File: src/rtl/bpa_pkg.sv
// ----------------------------------------------------------------------------
// Bitmap page allocator package
// Field widths, action and status codes, register indexes, and the command and
// status bundles that pass between the controller and the datapath.
// ----------------------------------------------------------------------------
package bpa_pkg;

   // Port field widths.
   localparam int ACTION_W    = 2;
   localparam int PAGE_W      = 12;
   localparam int COUNT_W     = 13;
   localparam int STATUS_W    = 2;
   localparam int CSR_INDEX_W = 1;
   localparam int CSR_DATA_W  = 13;

   // Request actions.
   localparam logic [ACTION_W-1:0] ACT_INIT  = 2'd0;
   localparam logic [ACTION_W-1:0] ACT_ALLOC = 2'd1;
   localparam logic [ACTION_W-1:0] ACT_FREE  = 2'd2;

   // Response status codes.
   localparam logic [STATUS_W-1:0] STATUS_OK          = 2'd0;
   localparam logic [STATUS_W-1:0] STATUS_NO_MEM      = 2'd1;
   localparam logic [STATUS_W-1:0] STATUS_DOUBLE_FREE = 2'd2;
   localparam logic [STATUS_W-1:0] STATUS_RANGE       = 2'd3;

   // Register indexes on the CSR port.
   localparam logic [CSR_INDEX_W-1:0] REG_PAGES    = 1'b0;
   localparam logic [CSR_INDEX_W-1:0] REG_RESERVED = 1'b1;

   // Commands from the controller to the datapath.
   typedef struct packed {
      logic capture;      // latch the request beat
      logic fill_begin;   // start a bitmap sweep
      logic fill_zero;    // the sweep clears every page
      logic fill_run;     // write one map word and advance
      logic scan_begin;   // restart the allocation scan at word zero
      logic scan_run;     // issue one map read for the scan
      logic alloc_commit; // mark the found page used
      logic alloc_fail;   // report out of memory
      logic free_oor;     // report a page beyond the managed total
      logic free_read;    // read the word holding the page to free
      logic free_commit;  // clear the page or report a double free
      logic nop_result;   // unused action: report current counts only
      logic rsp_load;     // move the result into the output register
   } dp_cmd_type;

   // Status from the datapath to the controller.
   typedef struct packed {
      logic fill_last;    // the sweep is at the last map word
      logic chk_valid;    // scan read data is present this cycle
      logic found;        // the checked word holds a free page in range
      logic last_word;    // the checked word reaches the managed total
      logic free_oor;     // the page to free is beyond the managed total
   } dp_stat_type;

endpackage

File: src/rtl/bpa_ctrl.sv
// ----------------------------------------------------------------------------
// Bitmap page allocator controller
// Sequences the reset clearing pass, initialize sweeps, allocation scans and
// frees, and owns the request and response handshakes.
// ----------------------------------------------------------------------------
module bpa_ctrl (
   input  logic                         clock,
   input  logic                         reset,
   input  logic                         req_valid,
   output logic                         req_ready,
   input  logic [bpa_pkg::ACTION_W-1:0] req_action,
   output logic                         rsp_valid,
   input  logic                         rsp_ready,
   input  bpa_pkg::dp_stat_type         stat,
   output bpa_pkg::dp_cmd_type          cmd
);
   import bpa_pkg::*;

   localparam logic [2:0] S_CLEAR    = 3'd0;
   localparam logic [2:0] S_IDLE     = 3'd1;
   localparam logic [2:0] S_FILL     = 3'd2;
   localparam logic [2:0] S_SCAN     = 3'd3;
   localparam logic [2:0] S_FREE_RD  = 3'd4;
   localparam logic [2:0] S_FREE_CHK = 3'd5;
   localparam logic [2:0] S_DONE     = 3'd6;

   logic [2:0] state_ff, state_in;
   logic       rsp_valid_ff, rsp_valid_in;
   logic       accept;

   assign req_ready = (state_ff == S_IDLE);
   assign accept    = req_valid && req_ready;
   assign rsp_valid = rsp_valid_ff;

   // Next state and datapath commands.
   always_comb begin
      state_in = state_ff;
      cmd      = '0;
      unique case (state_ff)
         S_CLEAR: begin
            cmd.fill_run = 1'b1;
            if (stat.fill_last) begin
               state_in = S_IDLE;
            end
         end
         S_IDLE: begin
            if (accept) begin
               cmd.capture = 1'b1;
               unique case (req_action)
                  ACT_INIT: begin
                     cmd.fill_begin = 1'b1;
                     state_in       = S_FILL;
                  end
                  ACT_ALLOC: begin
                     cmd.scan_begin = 1'b1;
                     state_in       = S_SCAN;
                  end
                  ACT_FREE: begin
                     state_in = S_FREE_RD;
                  end
                  default: begin
                     cmd.nop_result = 1'b1;
                     state_in       = S_DONE;
                  end
               endcase
            end
         end
         S_FILL: begin
            cmd.fill_run = 1'b1;
            if (stat.fill_last) begin
               state_in = S_DONE;
            end
         end
         S_SCAN: begin
            if (stat.chk_valid && stat.found) begin
               cmd.alloc_commit = 1'b1;
               state_in         = S_DONE;
            end else if (stat.chk_valid && stat.last_word) begin
               cmd.alloc_fail = 1'b1;
               state_in       = S_DONE;
            end else begin
               cmd.scan_run = 1'b1;
            end
         end
         S_FREE_RD: begin
            if (stat.free_oor) begin
               cmd.free_oor = 1'b1;
               state_in     = S_DONE;
            end else begin
               cmd.free_read = 1'b1;
               state_in      = S_FREE_CHK;
            end
         end
         S_FREE_CHK: begin
            cmd.free_commit = 1'b1;
            state_in        = S_DONE;
         end
         S_DONE: begin
            // Wait for the output register to be free.
            if (!rsp_valid_ff || rsp_ready) begin
               cmd.rsp_load = 1'b1;
               state_in     = S_IDLE;
            end
         end
         default: begin
            state_in = S_IDLE;
         end
      endcase
   end

   // Response beat is held until taken.
   always_comb begin
      if (cmd.rsp_load) begin
         rsp_valid_in = 1'b1;
      end else if (rsp_ready) begin
         rsp_valid_in = 1'b0;
      end else begin
         rsp_valid_in = rsp_valid_ff;
      end
   end

   always_ff @(posedge clock) begin
      if (reset) begin
         state_ff     <= S_CLEAR;
         rsp_valid_ff <= 1'b0;
      end else begin
         state_ff     <= state_in;
         rsp_valid_ff <= rsp_valid_in;
      end
   end

endmodule

File: config.mk
export PLATFORM = sky130hd
export DESIGN_NAME = bpa_ctrl
export DESIGN_NICKNAME = d
export VERILOG_FILES = /design/src/rtl/bpa_pkg.sv /design/src/rtl/bpa_ctrl.sv
export SDC_FILE = /design/constraint.sdc
export NUM_CORES = 1
export LEC_CHECK = 0
export BUFFER_PORTS_ARGS = -buffer_cell sky130_fd_sc_hd__buf_2
export CAP_MARGIN = 15
export CORE_AREA = 2 2 39 41
export CTS_CLUSTER_SIZE = 8
export DETAILED_ROUTE_END_ITERATION = 12
export DIE_AREA = 0 0 41 43
export PLACE_DENSITY_LB_ADDON = 0.15
export SYNTH_ARGS = -nofsm -noshare
export SYNTH_HDL_FRONTEND = slang
export SYNTH_SLANG_ARGS = --single-unit
File: constraint.sdc
create_clock -name clock -period 1.35 [get_ports clock]
set_input_delay 0.3375 -clock clock [delete_from_list [all_inputs] [get_ports clock]]
set_output_delay 0.3375 -clock clock [all_outputs]
set_load 0.1 [all_outputs]
==> run_results.csv <==
group,metric,value,unit
cells_and_area,fin_area,1050,um2
power,intPower,0.395,mW
timing,final_max_slew_viol_count,0,
critical_path,end_kind,"output pin",
timing,finClkSkew,0.00573,ns
cells_and_area,multi_input_area,438,um2
power,power_density,649,nW/um2
cells_and_area,final_cells,110,
timing,finalSetupViolations,13,
clocking,cts_sinks,4,
power,netSwitchingPower,0.287,mW
placed_design,place_ws,-0.235,ns
detailed_routing,via_count,540,
logic_synthesis,synth.yosys.seq_area_share,19.1,%
floorplan,design.die.area,1760,um2
detailed_routing,postRouteAntennaNets,0,
cells_and_area,sequential_cell_area,95.1,um2
power,combinationalPowerShare,57.4,%
critical_path,path_max_fanout,4,
placed_design,globalplace.congestion,0.778,
detailed_routing,via_per_inst,4.91,
timing,timing.final.crit_share,126,%
timing,layout_setup_ws,-0.354,ns
placed_design,post-dp-hpwl,1.02,mm
logic_synthesis,ys_async_sr_fraction,0,%
detailed_routing,route.detailed.wl_per_inst,11.4,um
logic_synthesis,syn-num-nets,67,
critical_path,startpoint_type,"flip-flop",
detailed_routing,wl,1.26,mm
floorplan,initial_utilization,30.3,%
grt,global_route.usage.total,16.9,%
run,max_cap_viol_count,0,
run_status,failing_checks,"setup timing",
floorplan,core_area,1380,um2
cells_and_area,finish.utilization,76.0,%
power,seqPwrFrac,19.3,%
floorplan,boundaryPins,26,
floorplan,floorplan.rows,14,
clocking,cts_tree,"yes",
timing,timing_hold_violations_final,0,
clocking,clk_transition_reported_paths,0.04,ns
grt,grt_first_pass_wirelength,2.06,mm
grt,grt_pass1_vias,507,
cells_and_area,area_growth,151,%
clocking,cts_hold_repair_buffers,0,
grt,largest_net_degree_at_the_start_of_global_routing,8,
cells_and_area,post_route_cells_drive_above_1_share,74.5,%
clocking,clock_tree_root_driver_cell,"clkbuf_4",
logic_synthesis,yosys_register_bits,4,
logic_synthesis,post_synthesis_instance_area,419,um2
cells_and_area,fill_cell_instance_count_of_the_final_layout,95,
critical_path,crit-reg2reg-capture,"state_ff[1]",
timing,maxClockFrequency,0.587,GHz
clocking,clk_path_buf_depth,2,
critical_path,worstSetupEndpoint,"cmd[11]",
clocking,insertion_delay,0.23,ns
detailed_routing,drt_drc_violations_left,0,
timing,final_period_minus_worst_setup_slack,1.70,ns
placed_design,dp.cells,103,
grt,global_route.overflow_total,0,
min_path,hold_wc_path_type,"input pin to flip-flop",
critical_path,worst-endpoint-required,1.01,ns
run_status,run_status,"finished, violations left",
critical_path,worst-r2r-cell-count,7,
logic_synthesis,yosysUniqueCellTypes,28,
critical_path,r2r_setup_slack,0.03,ns
power,p_clk_share,23.3,%
placed_design,numPortBuffers,24,
placed_design,post_dp_cell_area,921,um2
clocking,clock_tree.htree_level_count,1,
critical_path,worstReg2RegStart,"state_ff[2]",
critical_path,crit_type,"flip-flop to output pin",
power,power.share.switching,42.1,%
clocking,cts_inserted_buffers,3,
logic_synthesis,postSynth.topFlopCell,"dfxtp_1",
detailed_routing,dr.pass1.iters,4,
logic_synthesis,syn_inst,56,
critical_path,timing.critical_path.arrival,1.37,ns
power,total_leakage_power,0.435,nW
floorplan,die_x,41,um
power,worst_ir_drop_vdd,0.589,mV
cells_and_area,finish.net_count,106,
logic_synthesis,synthesis.yosys.warnings,0,
logic_synthesis,postSynthAreaPerCell,7.48,um2
cells_and_area,insertedDiodeCount,0,
critical_path,timing.critical_path.from,"state_ff[0]",
logic_synthesis,synth_edf_count,0,
floorplan,chipHeight,43,um
timing,grt_setup_unrepaired,"true",
grt,antenna_found_initial,0,
detailed_routing,detail_route.iter0.violations,8,
-- critical path: stages, from the launching register on --
cell and delay, ns:
dfxtp_4 0.36, nor3b_4 0.18, and2_4 0.18, nor3b_4 0.21, buf_12 0.20
-- repair_timing --
action                                  in CTS  in global routing
buffers inserted                             4                  1
resized for setup                           17                  6
endpoints found under the setup margin      15                 15
cloned                                       0                  0
pin swaps                                    7                  7
-- cell families after synthesis --
| family | after synthesis | share of synthesized area, % |
|---|---|---|
| and+or+nand+nor | 29 | 42.1 |
| other | 1 | 0.895 |
| AOI/OAI and AO/OA | 13 | 25.1 |
| DFF | 4 | 19.1 |
| xor gates and xnor gates | 1 | 2.09 |
| buffers and inverters | 8 | 10.7 |
-- per-stage QoR --
step	hold WS (ns)	TNS [ns]	total power, mW
global route	0.355	-3.91	0.725
floorplan	0.397	-10.23	0.367
global placement	0.582	-1.67	0.487
detailed placement	0.588	-1.84	0.491
CTS	0.339	-3.21	0.686
finish	0.353	-3.07	0.683
-- synth_stat cells (2+ instances only) --
master   count  area [um2]
buf_2        3        15.0
o21ai_0      3        15.0
nand2_1      2        7.51
a21oi_1      3        15.0
dfxtp_1      4        80.1
o21a_1       2        15.0
nor2b_1      4        25.0
nor2_1       9        33.8
inv_1        2        7.51
nor3b_1      4        30.0
buf_4        3        22.5
-- worst min-delay path by stage --
stage	start	end	slack, ns	cells past startpoint
after floorplan	reset	rsp_valid	0.40	1
after global placement	reset	rsp_valid	0.58	2
after detailed placement	reset	rsp_valid	0.59	2
after CTS	reset	rsp_valid	0.34	2
after global routing	reset	rsp_valid	0.35	2
final	reset	rsp_valid	0.35	2
-- sequential cells by signal (all words and copies together) (netlist names) --
register	flops
state_ff	3
rsp_valid	1
-- power by group through the flow --
| stage | logic [mW] | clock network, mW | registers (mW) |
|---|---|---|---|
| 6_report | 0.392 | 0.159 | 0.132 |
| 3_5_place_dp | 0.353 | 0 | 0.139 |
| 5_1_grt | 0.411 | 0.181 | 0.133 |
| 4_1_cts | 0.388 | 0.166 | 0.131 |
| 2_1_floorplan | 0.236 | 0 | 0.131 |
| 3_3_place_gp | 0.350 | 0 | 0.138 |
-- layout by cell type, fill, tap and decap left out, types with 2 or more instances in the layout --
| cell type | count |
|---|---|
| buf_6 | 4 |
| nor2b_2 | 2 |
| nor3b_4 | 3 |
| nor2_1 | 4 |
| buf_2 | 10 |
| clkbuf_4 | 3 |
| dfxtp_4 | 4 |
| inv_1 | 2 |
| o21a_1 | 2 |
| nor2_4 | 5 |
| buf_4 | 12 |
| buf_12 | 14 |
| o21ai_0 | 2 |
| a21oi_1 | 2 |
-- final cells by class --
cell class | instances | area share (%)
Tap cell | 16 | 1.90
Sequential cell | 4 | 9.04
Multi-Input combinational cell | 44 | 41.6
Timing Repair Buffer | 40 | 44.2
Inverter | 2 | 0.713
Clock buffer | 4 | 2.50
-- metal layers --
layer	GRT usage (%)	vias up	share of wire [%]
li1	-	269	-
met1	20.0	259	40
met2	27.5	12	57
met3	3.14	0	3.3
met4	8.00	0	0
met5	0	-	0
Note: power is estimated with default switching activity, not from simulation.
